### src/hw/rtl/slt_pkg.sv
`timescale 1ns / 1ps
// ----------------------------------------------------------------------------
// slt_pkg
// shared constants and codes of the sorted list table
// ----------------------------------------------------------------------------
package slt_pkg;

	localparam int CAPACITY = 16;
	localparam int DATA_W   = 32;
	localparam int IDX_W    = (CAPACITY > 1) ? $clog2(CAPACITY) : 1;
	localparam int CNT_W    = $clog2(CAPACITY + 1);

	typedef enum logic [1:0] {
		OP_INSERT    = 2'd0,
		OP_DELETE    = 2'd1,
		OP_READ_ASC  = 2'd2,
		OP_READ_DESC = 2'd3
	} op_t;

	typedef enum logic [1:0] {
		ST_OK        = 2'd0,
		ST_NOT_FOUND = 2'd1,
		ST_FULL      = 2'd2,
		ST_EMPTY     = 2'd3
	} status_t;

endpackage

### src/hw/rtl/slt_ram.sv
`timescale 1ns / 1ps
// ----------------------------------------------------------------------------
// slt_ram
// simple dual-port ram, one write and one registered read per cycle
// ----------------------------------------------------------------------------
module slt_ram #(
	parameter int WIDTH = 32,
	parameter int DEPTH = 16,
	localparam int AW = (DEPTH > 1) ? $clog2(DEPTH) : 1
) (
	input  logic             clk,
	input  logic             wr_en,
	input  logic [AW-1:0]    wr_addr,
	input  logic [WIDTH-1:0] wr_data,
	input  logic             rd_en,
	input  logic [AW-1:0]    rd_addr,
	output logic [WIDTH-1:0] rd_data
);

	logic [WIDTH-1:0] mem [DEPTH];

	always_ff @(posedge clk) begin
		if (wr_en) begin
			mem[wr_addr] <= wr_data;
		end
		if (rd_en) begin
			rd_data <= mem[rd_addr];
		end
	end

endmodule

### src/hw/rtl/sorted_list_table.sv
`timescale 1ns / 1ps
// ----------------------------------------------------------------------------
// sorted_list_table
// bounded table of signed values kept in ascending order
//
// One input transaction carries op and value: insert, delete, read ascending
// or read descending. Insert and delete give one result transaction with
// last set; a read gives one result per stored entry, the final one with
// last set, or a single empty-status result when nothing is stored.
// The entries live in one ram with a registered read. Insert walks down
// from the top entry, moving each larger entry up by one as it goes.
// Delete searches upward and then moves the entries above the hit down by
// one. A read streams one result per cycle while the receiver does not
// stall. The ram port pair allows one read and one write per cycle. One
// item is in work at a time; the next is taken once the current one's last
// result sits in the output register, even while that result still waits.
// When the receiver stalls, the output register holds and a read stream or
// a waiting result pauses; the insert and delete walks run on to their end.
// Reset empties the table at once; no clearing pass is needed.
// ----------------------------------------------------------------------------
module sorted_list_table (
	input  logic                              clk,
	input  logic                              arst_n,
	input  logic                              in_valid,
	output logic                              in_ready,
	input  logic [1:0]                        op,
	input  logic signed [slt_pkg::DATA_W-1:0] value,
	output logic                              out_valid,
	input  logic                              out_ready,
	output logic signed [slt_pkg::DATA_W-1:0] entry,
	output logic [1:0]                        status,
	output logic                              last
);

	import slt_pkg::*;

	typedef enum logic [2:0] {
		S_IDLE,
		S_INS,
		S_INS0,
		S_DSRCH,
		S_DSHIFT,
		S_READ,
		S_RESP
	} state_t;

	state_t             state_q, state_d;
	logic [CNT_W-1:0]   count_q, count_d;
	logic [CNT_W-1:0]   rem_q, rem_d;
	logic [IDX_W-1:0]   rd_idx_q, rd_idx_d;
	logic               desc_q, desc_d;
	logic [DATA_W-1:0]  value_q, value_d;
	logic [DATA_W-1:0]  rsp_entry_q, rsp_entry_d;
	status_t            rsp_status_q, rsp_status_d;
	logic               out_valid_q, out_valid_d;
	logic [DATA_W-1:0]  out_entry_q, out_entry_d;
	status_t            out_status_q, out_status_d;
	logic               out_last_q, out_last_d;

	logic               wr_en;
	logic [IDX_W-1:0]   wr_addr;
	logic [DATA_W-1:0]  wr_data;
	logic               rd_en;
	logic [IDX_W-1:0]   rd_addr;
	logic [DATA_W-1:0]  rd_data;

	logic               ofree;
	logic               last_hit;
	logic               rd_gt;
	logic [CNT_W-1:0]   idx_ext;

	slt_ram #(
		.WIDTH(DATA_W),
		.DEPTH(CAPACITY)
	) u_ram (
		.clk    (clk),
		.wr_en  (wr_en),
		.wr_addr(wr_addr),
		.wr_data(wr_data),
		.rd_en  (rd_en),
		.rd_addr(rd_addr),
		.rd_data(rd_data)
	);

	assign ofree    = !out_valid_q || out_ready;
	assign idx_ext  = CNT_W'(rd_idx_q);
	assign last_hit = (idx_ext + CNT_W'(1)) == count_q;
	assign rd_gt    = $signed(rd_data) > $signed(value_q);

	assign in_ready  = (state_q == S_IDLE);
	assign out_valid = out_valid_q;
	assign entry     = out_entry_q;
	assign status    = out_status_q;
	assign last      = out_last_q;

	always_comb begin
		state_d      = state_q;
		count_d      = count_q;
		rem_d        = rem_q;
		desc_d       = desc_q;
		value_d      = value_q;
		rsp_entry_d  = rsp_entry_q;
		rsp_status_d = rsp_status_q;
		out_valid_d  = out_valid_q && !out_ready;
		out_entry_d  = out_entry_q;
		out_status_d = out_status_q;
		out_last_d   = out_last_q;
		wr_en        = 1'b0;
		wr_addr      = '0;
		wr_data      = value_q;
		rd_en        = 1'b0;
		rd_addr      = rd_idx_q;

		unique case (state_q)
			S_IDLE: begin
				if (in_valid) begin
					value_d     = value;
					rsp_entry_d = value;
					case (op)
						OP_INSERT: begin
							if (count_q == CNT_W'(CAPACITY)) begin
								rsp_status_d = ST_FULL;
								state_d      = S_RESP;
							end else if (count_q == '0) begin
								wr_en        = 1'b1;
								wr_addr      = '0;
								wr_data      = value;
								count_d      = count_q + CNT_W'(1);
								rsp_status_d = ST_OK;
								state_d      = S_RESP;
							end else begin
								rd_en   = 1'b1;
								rd_addr = IDX_W'(count_q - CNT_W'(1));
								state_d = S_INS;
							end
						end
						OP_DELETE: begin
							if (count_q == '0) begin
								rsp_status_d = ST_NOT_FOUND;
								state_d      = S_RESP;
							end else begin
								rd_en   = 1'b1;
								rd_addr = '0;
								state_d = S_DSRCH;
							end
						end
						default: begin
							if (count_q == '0) begin
								rsp_entry_d  = '0;
								rsp_status_d = ST_EMPTY;
								state_d      = S_RESP;
							end else begin
								desc_d  = (op == OP_READ_DESC);
								rem_d   = count_q;
								rd_en   = 1'b1;
								rd_addr = (op == OP_READ_DESC) ?
								          IDX_W'(count_q - CNT_W'(1)) : '0;
								state_d = S_READ;
							end
						end
					endcase
				end
			end
			S_INS: begin
				wr_en   = 1'b1;
				wr_addr = rd_idx_q + IDX_W'(1);
				if (rd_gt) begin
					wr_data = rd_data;
					if (rd_idx_q == '0) begin
						state_d = S_INS0;
					end else begin
						rd_en   = 1'b1;
						rd_addr = rd_idx_q - IDX_W'(1);
					end
				end else begin
					wr_data      = value_q;
					count_d      = count_q + CNT_W'(1);
					rsp_status_d = ST_OK;
					state_d      = S_RESP;
				end
			end
			S_INS0: begin
				wr_en        = 1'b1;
				wr_addr      = '0;
				wr_data      = value_q;
				count_d      = count_q + CNT_W'(1);
				rsp_status_d = ST_OK;
				state_d      = S_RESP;
			end
			S_DSRCH: begin
				if (rd_data == value_q) begin
					if (last_hit) begin
						count_d      = count_q - CNT_W'(1);
						rsp_status_d = ST_OK;
						state_d      = S_RESP;
					end else begin
						rd_en   = 1'b1;
						rd_addr = rd_idx_q + IDX_W'(1);
						state_d = S_DSHIFT;
					end
				end else if (rd_gt || last_hit) begin
					rsp_status_d = ST_NOT_FOUND;
					state_d      = S_RESP;
				end else begin
					rd_en   = 1'b1;
					rd_addr = rd_idx_q + IDX_W'(1);
				end
			end
			S_DSHIFT: begin
				wr_en   = 1'b1;
				wr_addr = rd_idx_q - IDX_W'(1);
				wr_data = rd_data;
				if (last_hit) begin
					count_d      = count_q - CNT_W'(1);
					rsp_status_d = ST_OK;
					state_d      = S_RESP;
				end else begin
					rd_en   = 1'b1;
					rd_addr = rd_idx_q + IDX_W'(1);
				end
			end
			S_READ: begin
				if (ofree) begin
					out_valid_d  = 1'b1;
					out_entry_d  = rd_data;
					out_status_d = ST_OK;
					out_last_d   = (rem_q == CNT_W'(1));
					if (rem_q == CNT_W'(1)) begin
						state_d = S_IDLE;
					end else begin
						rem_d   = rem_q - CNT_W'(1);
						rd_en   = 1'b1;
						rd_addr = desc_q ? (rd_idx_q - IDX_W'(1)) : (rd_idx_q + IDX_W'(1));
					end
				end
			end
			S_RESP: begin
				if (ofree) begin
					out_valid_d  = 1'b1;
					out_entry_d  = rsp_entry_q;
					out_status_d = rsp_status_q;
					out_last_d   = 1'b1;
					state_d      = S_IDLE;
				end
			end
			default: begin
				state_d = S_IDLE;
			end
		endcase

		rd_idx_d = rd_en ? rd_addr : rd_idx_q;
	end

	always_ff @(posedge clk or negedge arst_n) begin
		if (!arst_n) begin
			state_q     <= S_IDLE;
			count_q     <= '0;
			out_valid_q <= 1'b0;
		end else begin
			state_q      <= state_d;
			count_q      <= count_d;
			out_valid_q  <= out_valid_d;
			rem_q        <= rem_d;
			rd_idx_q     <= rd_idx_d;
			desc_q       <= desc_d;
			value_q      <= value_d;
			rsp_entry_q  <= rsp_entry_d;
			rsp_status_q <= rsp_status_d;
			out_entry_q  <= out_entry_d;
			out_status_q <= out_status_d;
			out_last_q   <= out_last_d;
		end
	end

	// table never holds more than its capacity
	a_count_bound: assert property (@(posedge clk) disable iff (!arst_n)
		count_q <= CNT_W'(CAPACITY))
		else $error("entry count above capacity");

	// count moves by at most one per cycle
	a_count_step: assert property (@(posedge clk) disable iff (!arst_n)
		1 |=> (count_q == $past(count_q)) || (count_q == $past(count_q) + CNT_W'(1))
		      || (count_q + CNT_W'(1) == $past(count_q)))
		else $error("entry count jumped");

	// the walk never reads the entry it writes in the same cycle
	a_no_rw_clash: assert property (@(posedge clk) disable iff (!arst_n)
		(wr_en && rd_en) |-> (wr_addr != rd_addr))
		else $error("ram read and write hit the same entry");

	// a read stream always has results left
	a_read_rem: assert property (@(posedge clk) disable iff (!arst_n)
		(state_q == S_READ) |-> (rem_q != '0) && (rem_q <= count_q))
		else $error("read stream count out of range");

	// of the accepted transactions, only an insert can change the entry count at once
	a_accept_idle: assert property (@(posedge clk) disable iff (!arst_n)
		(in_valid && in_ready) |=> (count_q == $past(count_q)) || ($past(op) == OP_INSERT))
		else $error("table changed on a non-insert accept");

endmodule
### config.mk
export PLATFORM = sky130hd
export DESIGN_NAME = sorted_list_table
export DESIGN_NICKNAME = d
export VERILOG_FILES = /design/src/hw/rtl/slt_pkg.sv /design/src/hw/rtl/slt_ram.sv /design/src/hw/rtl/sorted_list_table.sv
export SDC_FILE = /design/constraint.sdc
export NUM_CORES = 1
export LEC_CHECK = 0
export ABC_AREA = 1
export BUFFER_PORTS_ARGS = -buffer_cell sky130_fd_sc_hd__buf_2
export CAP_MARGIN = 10
export CORE_ASPECT_RATIO = 2
export CORE_UTILIZATION = 25
export CTS_BUF_LIST = sky130_fd_sc_hd__clkbuf_4 sky130_fd_sc_hd__clkbuf_8
export CTS_CLUSTER_SIZE = 12
export DETAILED_ROUTE_END_ITERATION = 10
export HOLD_SLACK_MARGIN = 0.08
export PLACE_DENSITY = 0.43
export SLEW_MARGIN = 20
export SYNTH_ARGS = -nofsm -noshare
export SYNTH_HDL_FRONTEND = slang
export SYNTH_HIERARCHICAL = 1
export SYNTH_SLANG_ARGS = --single-unit
### constraint.sdc
create_clock -name clk -period 6.3 [get_ports clk]
set_input_delay 0.315 -clock clk [delete_from_list [all_inputs] [get_ports clk]]
set_output_delay 0.315 -clock clk [all_outputs]
set_load 0.02 [all_outputs]
==> results of run 1 <==
==> what timing repair did <==
item	in CTS	in global routing
hold buffers	38	0
resized for setup	0	0
hold endpoints to repair	77	0
endpoints found under the setup margin	0	0
==> layer usage <==
layer  global-route usage, %  up-vias  part of all wire [%]  routed length, um
met3                    1.98      186                   3.6               3520
li1                        -    10300                     -                  -
met2                    29.8      516                    55              52700
met4                    7.58        0                   4.6               4440
met5                       0        -                     0                  0
met1                    16.1    10300                    37              35900
==> Yosys cell counts, types with 2 or more instances <==
library cell  instances
nand2_1             906
edfxtp_1            655
inv_1               510
nand3_1             429
nor2_1               67
a21oi_1              62
o21ai_0              52
buf_2                43
ha_1                 38
buf_6                34
nand4_1              33
clkbuf_1             31
mux2_2               25
o211ai_2             20
buf_1                16
inv_2                15
buf_4                13
dfrtp_1               9
nor2_2                9
o22ai_1               9
xor2_1                9
nor3_1                8
o211ai_1              7
nand2_2               5
o21ai_1               5
nand2_4               4
nand3_2               4
o21a_1                3
o221ai_1              3
xnor2_1               3
nand3b_1              2
nor3_4                2
nor4_4                2
o2111ai_1             2
o21ai_2               2
==> cell type report <==
cell class | instances | area [um2] | share of cell area [%]
tap | 1656 | 2070 | 5.81
clock buffer | 121 | 1500 | 4.22
inverter | 529 | 2000 | 5.62
sequential | 664 | 19900 | 55.8
timing repair buffer | 166 | 1310 | 3.67
clock inverter | 53 | 337 | 0.944
antenna | 1 | 2.50 | 0.00702
multi-input combinational | 1722 | 8520 | 23.9
==> how the worst min path moves through the flow <==
stage	slack, ns	endpoint	cells past startpoint	start
3_5_place_dp	0.21	out_valid	1	arst_n
6_report	0.31	state_q[0]	5	in_valid
3_3_place_gp	0.21	out_valid	1	arst_n
2_1_floorplan	0.02	count_q[0]	0	arst_n
4_1_cts	0.24	state_q[0]	5	in_valid
5_1_grt	0.30	value_q[12]	2	value[12]
==> stage by stage <==
step / hold WS (ns) / area, um2 / instances / utilization, %
2_1_floorplan: 0.0194 / 31100 / 3054 / -
3_3_place_gp: 0.212 / 33400 / 4699 / 27.1
3_5_place_dp: 0.209 / 33400 / 4699 / 27.1
4_1_cts: 0.238 / 35600 / 4911 / 28.9
5_1_grt: 0.301 / 35600 / 4912 / 28.9
6_report: 0.308 / 35600 / 4912 / 28.9
==> worst max-delay path, delay by kind of cell, from the launching register on <==
family / cells / cell delay [ns]
AOI/OAI and AO/OA: 1 / 0.20
adders and majority gates: 1 / 0.38
buffers and inverters: 2 / 0.75
DFF: 1 / 0.59
and+or+nand+nor: 15 / 2.96
==> flip-flops by register name, summed over array words and instances, names as in the netlist, 2 cells and up <==
name	flops
u_ram/mem	512
value_q	32
rem_q	5
entry	32
state_q	3
rsp_entry_q	32
status	2
rsp_status_q	2
u_ram/rd_data	32
count_q	5
rd_idx_q	4
==> cells by family after synthesis <==
| logic type | synth area share (%) |
|---|---|
| adder cells (fa/ha/maj) | 1.53 |
| buffers and inverters | 9.33 |
| flip-flops | 63.9 |
| XOR/XNOR | 0.390 |
| multiplexers | 0.904 |
| AO/OA/AOI/OAI | 3.50 |
| AND/OR/NAND/NOR | 20.4 |
==> impl_metrics.toml, run 1 <==
[drt]
initialDrtViolationCount = 1333
routed_wl_um = 96600
viasPerCell = 4.35
drc = 0
vias = 21400
drtAntennaViolNets = 0
drtPass1Iterations = 5
avgRoutedWirePerCell_um = 19.7

[worst_setup_path]
crit_path_start = "u_ram/rd_data[4]"
worstPathMaxFanout = 84
worstPathArrival_ns = 5.79
critPathSlowestCell = "nor3_1"
setup.worst_path.end_class = "flop"
crit_chain = "ha_1 > nand2_1 > nor2_1 > nand4_1 > nor3_1 > nand2_1 > nand3_2 > nand2_4 > nand2_1 > nand2_1 > o21ai_1 > nand2_4 > inv_8 > buf_4 > nand2_1 > nand3_1 > nand3_1 > nand3_1 > nand2_1"
path_common_cell = "nand2_1"
worstSetupEndpoint = "u_ram/rd_data[7]"
regToRegSetupSlack_ns = 1.0
start_kind = "flop"
r2r_cells = 19
crit_type = "flop to flop"
slowest_delay_ns = 1.01
reg2reg_to = "u_ram/rd_data[7]"
r2r_start = "u_ram/rd_data[4]"
critPathRequiredTime_ns = 6.79

[timing]
fin_skew_ns = 0.0366
fin_ws_ns = 0.997
tns_ns = 0
finalCritPeriodShare_pct = 84.2
min_period_ns = 5.30
max_slew_margin_pct = 12.4
tightestPinTransition_ns = 1.30
fmax_ghz = 0.189
slew_violations = 0
setup_viol = 0
finalHoldViolations = 0
rsz0062_at_grt = "no"

[clock_tree]
root_buffer = "clkbuf_8"
cts_setup_buffers = 0
cts_buffers = 94
clk_pin_slew_ns = 0.07
clock_sinks = 664
cts_max_level = 3
clk_path_buf_depth = 3
clock_latency_ns = 0.76
cts_tree = "done"

[die]
fp.dieW_um = 252
design.core.area_um2 = 123000
io_pins = 75
die_area_um2 = 126000
fp.dieH_um = 501
num_rows = 182
start_util_pct = 25.3

[hold_path]
hold_class = "primary input to flop"

[synth]
synthFlopType = "edfxtp_1"
ys.warnings.count = 6
synth_area_um2 = 31100
ys_top_cells_by_area = "edfxtp_1, nand2_1, nand3_1"
yosys.area.top_type = "edfxtp_1"
syn-num-nets = 3130
ys_types = 52
synth_edf_count = 655
syn_avg_cell_area_um2 = 10.2
ys_seq_area_share_pct = 63.9
ys_ff_latch = 664
synthCells = 3054
synthArstFlopShare_pct = 1.36
synth_top_area_share_pct = 63.2

[cells_and_area]
nNetsFinal = 3253
layout_common_cells = "nand2_1, edfxtp_1, inv_1"
nFillCells = 12800
drive_gt1_share_pct = 12.2
area_growth_pct = 14.5
final_common_cell = "nand2_1"

[flow_run]
maxCapViolCount = 0

[status]
status = "finished, final reports clean"

[place]
gp_congestion = 0.925
hpwl_um = 58700
port_buffers = 74
place_ws_ns = 1.08

[global_route]
grt.overflow.total = 0
grt_pass1_vias = 21600
grt_max_degree = 160
grt_pass1_wl_um = 142000
antenna_found_initial = 3
track_usage_pct = 15.4
Power of run 1 is left out: the tool's default activity adds up to more than one toggle a clock period on the data nets, which glitch-free logic cannot reach.
==> inputs of run 2 (changes only) <==
--- a/config.mk
+++ b/config.mk
@@ -5,7 +5,7 @@
 export SDC_FILE = /design/constraint.sdc
 export NUM_CORES = 1
 export LEC_CHECK = 0
-export ABC_AREA = 1
+export ABC_AREA = 0
 export BUFFER_PORTS_ARGS = -buffer_cell sky130_fd_sc_hd__buf_2
 export CAP_MARGIN = 10
 export CORE_ASPECT_RATIO = 2
==> constraint.sdc (replaced) <==
create_clock -name clk -period 5.2 [get_ports clk]
set_input_delay 0.26 -clock clk [delete_from_list [all_inputs] [get_ports clk]]
set_output_delay 0.26 -clock clk [all_outputs]
set_load 0.02 [all_outputs]
==> run 2 against run 1 <==
Register-to-register slack got worse by 0.89 ns. Non-clock buffer count increased by 13. Area after synthesis decreased by 12%. Global-route usage decreased by 0.86 points. Critical path type unchanged. Utilization increased by 0.56 points. Sequential share of layout area increased by 6.4 points.
==> impl_metrics.toml, run 2 <==
[worst_setup_path]
start_kind = "flop"
crit_type = "flop to flop"
worstPathArrival_ns = 5.64
critPathRequiredTime_ns = 5.75
setup.worst_path.end_class = "flop"
worstPathMaxFanout = 16

[synth]
synth_area_um2 = 27300
synth_edf_count = 655
yosys.area.top_type = "edfxtp_1"
syn_avg_cell_area_um2 = 17.9
ys_top_cells_by_area = "edfxtp_1, mux4_2, nand2_1"
synth_top_area_share_pct = 72.0
ys.warnings.count = 6
synthFlopType = "edfxtp_1"
synth_most_common_cell = "edfxtp_1"
ys_ff_latch = 664
syn-num-nets = 1601
ys_types = 67
synthArstFlopShare_pct = 1.36
synthCells = 1525
ys_seq_area_share_pct = 72.8
ys_top_cells_by_count = "edfxtp_1, nand2_1, mux4_2"

[global_route]
track_usage_pct = 14.6
grt_pass1_wl_um = 116000
grt.overflow.total = 0
grt_max_degree = 53
antenna_found_initial = 1
grt_pass1_vias = 16200

[die]
num_rows = 171
start_util_pct = 25.2
io_pins = 75
die_area_um2 = 111000
fp.dieW_um = 236
fp.dieH_um = 469
design.core.area_um2 = 108000

[drt]
viasPerCell = 4.72
drc = 0
vias = 14900
drtPass1Iterations = 5
avgRoutedWirePerCell_um = 25.4
drtAntennaViolNets = 0
initialDrtViolationCount = 901
routed_wl_um = 80500

[timing]
tns_ns = 0
finalHoldViolations = 0
rsz0062_at_grt = "no"
finalCritPeriodShare_pct = 97.9
slew_violations = 0
fin_skew_ns = 0.0401
fmax_ghz = 0.197
tightestPinTransition_ns = 1.09
min_period_ns = 5.09
fin_ws_ns = 0.111
max_slew_margin_pct = 27.4
setup_viol = 0

[clock_tree]
cts_setup_buffers = 0
cts_buffers = 88
clock_latency_ns = 0.72
cts_tree = "done"
root_buffer = "clkbuf_8"
clk_path_buf_depth = 3
cts_max_level = 3
clk_pin_slew_ns = 0.07
clock_sinks = 664

[hold_path]
hold_class = "primary input to flop"

[cells_and_area]
top_register = "u_ram/mem"
finish.utilization_pct = 29.5
final_area_um2 = 32000
drive_gt1_share_pct = 26.8
area_growth_pct = 17.1
largest_register_ffs = 512
nNetsFinal = 1787
layout_common_cells = "edfxtp_1, nand2_1, mux4_2"
final_common_cell = "edfxtp_1"
nFillCells = 10600

[place]
gp_congestion = 0.860
hpwl_um = 48300
place_ws_ns = 0.0859
port_buffers = 74
dpl_cell_area_um2 = 29800

[power_and_ir_drop]
p_per_area_nw_per_um2 = 699
irDropWorstVdd_mv = 0.474
p_leak_nw = 10.5

[status]
status = "finished, final reports clean"

[flow_run]
maxCapViolCount = 0
run 2: cell types whose count changed in the layout (fill, tap and decap cells not counted), moves of 23 or more:
cell,previous run,this run
inv_1,507,50
a32oi_1,1,32
nor2_1,49,23
and2_1,0,36
mux4_2,0,128
nand3_1,425,9
a21oi_1,61,38
a22oi_1,0,64
nand2_1,905,135
run 2: where the power goes:
part / internal (W) / leakage (nW) / switching, W
Combinational: 0.00375 / 3.48 / 0.00598
Clock: 0.00202 / 0.930 / 0.00201
Sequential: 0.00813 / 6.09 / 0.000439
run 2: stage by stage:
stage	hold slack [ns]	std cells	power, W
finish	0.301	3163	0.0223
global route	0.256	3163	0.0235
floorplan	-0.0356	1525	0.0147
global placement	0.170	2965	0.0185
CTS	0.211	3162	0.0228
detailed placement	0.179	2965	0.0186
run 2: cell families (layout without fill, tap and decap cells):
| group | count (synthesis) | in the layout | share of synthesized area, % |
|---|---|---|---|
| flip-flops | 664 | 664 | 72.8 |
| AND/OR/NAND/NOR | 292 | 292 | 5.13 |
| AO/OA/AOI/OAI | 216 | 216 | 5.61 |
| multiplexers | 163 | 163 | 12.0 |
| buffers and inverters | 133 | 386 | 2.09 |
| adder cells (fa/ha/maj) | 38 | 38 | 1.74 |
| XOR/XNOR | 19 | 19 | 0.609 |
| other | 0 | 1 | 0 |
run 2: path summary, 6_finish.rpt:
check                      cells after the start  slack, ns           endpoint              start
setup reg to reg                              13       0.11  u_ram/rd_data[26]  u_ram/rd_data[30]
max in group asynchronous                      3       4.20         state_q[1]             arst_n
hold / removal                                 2       0.30        value_q[26]          value[26]
min in group asynchronous                      3       0.64         count_q[4]             arst_n
setup / recovery                              13       0.11  u_ram/rd_data[26]  u_ram/rd_data[30]
hold reg to reg                                1       0.53          entry[29]    rsp_entry_q[29]
run 2: worst max-delay path, cell delays in order (launching register included):
cell	delay, ns
edfxtp_1	0.45
ha_1	0.35
and4_1	0.27
nand4_1	0.46
a2bb2oi_1	0.29
and3_1	0.33
or3_1	0.40
a21oi_1	0.47
xnor2_1	0.12
o221ai_1	0.78
and2_2	0.32
buf_4	0.32
a22oi_1	0.11
nand2_1	0.19
run 2: repair_timing:
item	4_1_cts	5_1_grt
endpoints found under the hold margin	80	0
hold buffers	40	0
resized for setup	0	0
run 2: layout make-up:
class                   count  area, um2  area share, %
diodes                      1       2.50        0.00782
clock inverters            39        299          0.935
well taps                1384       1730           5.41
inverters                  50        188          0.587
repair buffers            179       1400           4.37
flip-flops and latches    664      19900           62.2
clock buffers             118       1450           4.53
multi-input cells         728       7030           22.0
run 2: layer usage:
metal | GRT usage, % | wire, um | vias up | share of wire [%]
met2 | 29.0 | 46200 | 354 | 57
met5 | 0 | 0 | - | 0
met4 | 5.14 | 2270 | 0 | 2.8
met1 | 15.2 | 29400 | 7968 | 37
met3 | 1.96 | 2620 | 110 | 3.3
li1 | - | - | 6505 | -
No activity file was read; power rests on OpenSTA's default activity.
==> inputs of run 3 (changes only) <==
--- a/config.mk
+++ b/config.mk
@@ -6,6 +6,7 @@
 export NUM_CORES = 1
 export LEC_CHECK = 0
 export ABC_AREA = 0
+export ABC_CLOCK_PERIOD_IN_PS = 5200
 export BUFFER_PORTS_ARGS = -buffer_cell sky130_fd_sc_hd__buf_2
 export CAP_MARGIN = 10
 export CORE_ASPECT_RATIO = 2
@@ -14,7 +15,7 @@
 export CTS_CLUSTER_SIZE = 12
 export DETAILED_ROUTE_END_ITERATION = 10
 export HOLD_SLACK_MARGIN = 0.08
-export PLACE_DENSITY = 0.43
+export PLACE_DENSITY_LB_ADDON = 0.08
 export SLEW_MARGIN = 20
 export SYNTH_ARGS = -nofsm -noshare
 export SYNTH_HDL_FRONTEND = slang
==> run 3 against run 2 <==
Final area grew 2.6%. Sequential power up 1%. Combinational power up 6%. Register-to-register slack better by 0.41 ns. Count of clock-buffer cells in the layout increased by 7. First-iteration DRC count is 32% higher. Via count up 1.1%. Final cell count is 1.7% higher. Critical path type unchanged. Largest cell class unchanged. Largest power group unchanged.
==> impl_metrics.toml, run 3 (same netlist as run 2, synthesis figures left out) <==
[global_route]
antenna_found_initial = 2
grt.overflow.total = 0
track_usage_pct = 15.5
grt_max_degree = 36
grt_pass1_vias = 16500
grt_pass1_wl_um = 122000

[worst_setup_path]
worstPathArrival_ns = 5.18
worstPathMaxFanout = 19
critPathRequiredTime_ns = 5.70
start_kind = "flop"
crit_type = "flop to flop"
reg2reg_to = "u_ram/rd_data[10]"
regToRegSetupSlack_ns = 0.52
r2r_start = "u_ram/rd_data[15]"
r2r_cells = 14
setup.worst_path.end_class = "flop"

[die]
die_area_um2 = 111000
design.core.area_um2 = 108000
num_rows = 171
fp.dieW_um = 236
io_pins = 75
start_util_pct = 25.2
fp.dieH_um = 469

[power_and_ir_drop]
power_frac_clock_pct = 19.5
p_int_w = 0.0149
sw_frac_of_total_pct = 37.0
comb_power_share_pct = 43.7
p_per_area_nw_per_um2 = 718
seqPwrFrac_pct = 36.8
p_leak_nw = 10.9
irDropWorstVdd_mv = 0.391
p_switching_w = 0.00872

[cells_and_area]
layout_common_cells = "edfxtp_1, nand2_1, mux4_2"
area_growth_pct = 20.1
largest_register_ffs = 512
nFillCells = 10700
nNetsFinal = 1830
top_register = "u_ram/mem"
finish.utilization_pct = 30.3
final_common_cell = "edfxtp_1"
drive_gt1_share_pct = 28.6

[drt]
initialDrtViolationCount = 1193
routed_wl_um = 85000
drc = 0
vias = 15100
avgRoutedWirePerCell_um = 26.4
drtPass1Iterations = 5
viasPerCell = 4.70
drtAntennaViolNets = 0

[clock_tree]
root_buffer = "clkbuf_8"
clock_sinks = 664
cts-resized-gates = 0
cts_max_level = 3
cts_setup_buffers = 0
clock_latency_ns = 0.77
cts_buffers = 98
clk_path_buf_depth = 3
cts_tree = "done"
clk_pin_slew_ns = 0.06
hold_buffers = 39

[timing]
finalHoldViolations = 0
fmax_ghz = 0.214
max_slew_margin_pct = 27.6
tns_ns = 0
tightestPinTransition_ns = 1.08
finalCritPeriodShare_pct = 90.0
fin_skew_ns = 0.0397
setup_viol = 0
min_period_ns = 4.68
rsz0062_at_grt = "no"
slew_violations = 0

[place]
hpwl_um = 53600
gp_congestion = 0.834
port_buffers = 74

[hold_path]
hold_path_depth = 2
hp-start = "value[9]"
hold-path-endpoint = "value_q[9]"
hold_class = "primary input to flop"

[status]
status = "finished, final reports clean"

[flow_run]
maxCapViolCount = 0
==> run 3: critical path, stage by stage (launching register included) <==
cell and delay, ns:
edfxtp_1 0.53, ha_1 0.38, nand4_1 0.14, or4_4 0.61, nor4_1 0.69, nor2_1 0.26, nand2_1 0.18, o2111a_1 0.28
a21oi_4 0.10, buf_12 0.20, buf_12 0.17, buf_12 0.13, mux4_2 0.41, a22oi_1 0.21, nand2_1 0.11
==> run 3: per-layer routing <==
metal,part of all wire (%),track usage [%]
met1,38,17.2
met2,55,29.0
met3,3.7,2.57
met4,3.2,6.08
met5,0,0
==> run 3: worst max path at each step <==
stage	startpoint	slack [ns]	endpoint
2_1_floorplan	count_q[0]	0.19	u_ram/mem[0][0]
3_3_place_gp	u_ram/rd_data[15]	0.52	u_ram/rd_data[8]
3_5_place_dp	u_ram/rd_data[15]	0.50	u_ram/rd_data[8]
4_1_cts	u_ram/rd_data[15]	0.48	u_ram/rd_data[8]
5_1_grt	u_ram/rd_data[15]	0.29	u_ram/rd_data[10]
6_report	u_ram/rd_data[15]	0.52	u_ram/rd_data[10]
==> run 3: layout make-up <==
class | instances | area, um2 | area share (%)
Sequential cell | 664 | 19900 | 60.6
Multi-Input combinational cell | 728 | 7040 | 21.4
Timing Repair Buffer | 212 | 1890 | 5.77
Tap cell | 1384 | 1730 | 5.28
Clock buffer | 125 | 1560 | 4.77
Clock inverter | 53 | 507 | 1.54
Inverter | 50 | 188 | 0.572
Antenna cell | 1 | 2.50 | 0.00763
==> run 3: power groups by stage <==
stage          combinational [W]  sequential (W)  clock [W]
4_1_cts                   0.0106         0.00870    0.00480
5_1_grt                   0.0111         0.00877    0.00496
3_5_place_dp              0.0106         0.00881          0
2_1_floorplan            0.00615         0.00856          0
6_report                  0.0103         0.00868    0.00459
3_3_place_gp              0.0106         0.00881          0
==> run 3: stage by stage <==
| step | power (W) | cells | hold slack [ns] | area (um2) | worst slack, ns |
|---|---|---|---|---|---|
| 2_1_floorplan | 0.0147 | 1525 | -0.0356 | 27300 | 0.194 |
| 3_3_place_gp | 0.0194 | 2999 | 0.209 | 30400 | 0.517 |
| 3_5_place_dp | 0.0194 | 2999 | 0.205 | 30400 | 0.497 |
| 4_1_cts | 0.0241 | 3216 | 0.151 | 32800 | 0.480 |
| 5_1_grt | 0.0249 | 3217 | 0.206 | 32800 | 0.289 |
| 6_report | 0.0236 | 3217 | 0.250 | 32800 | 0.520 |
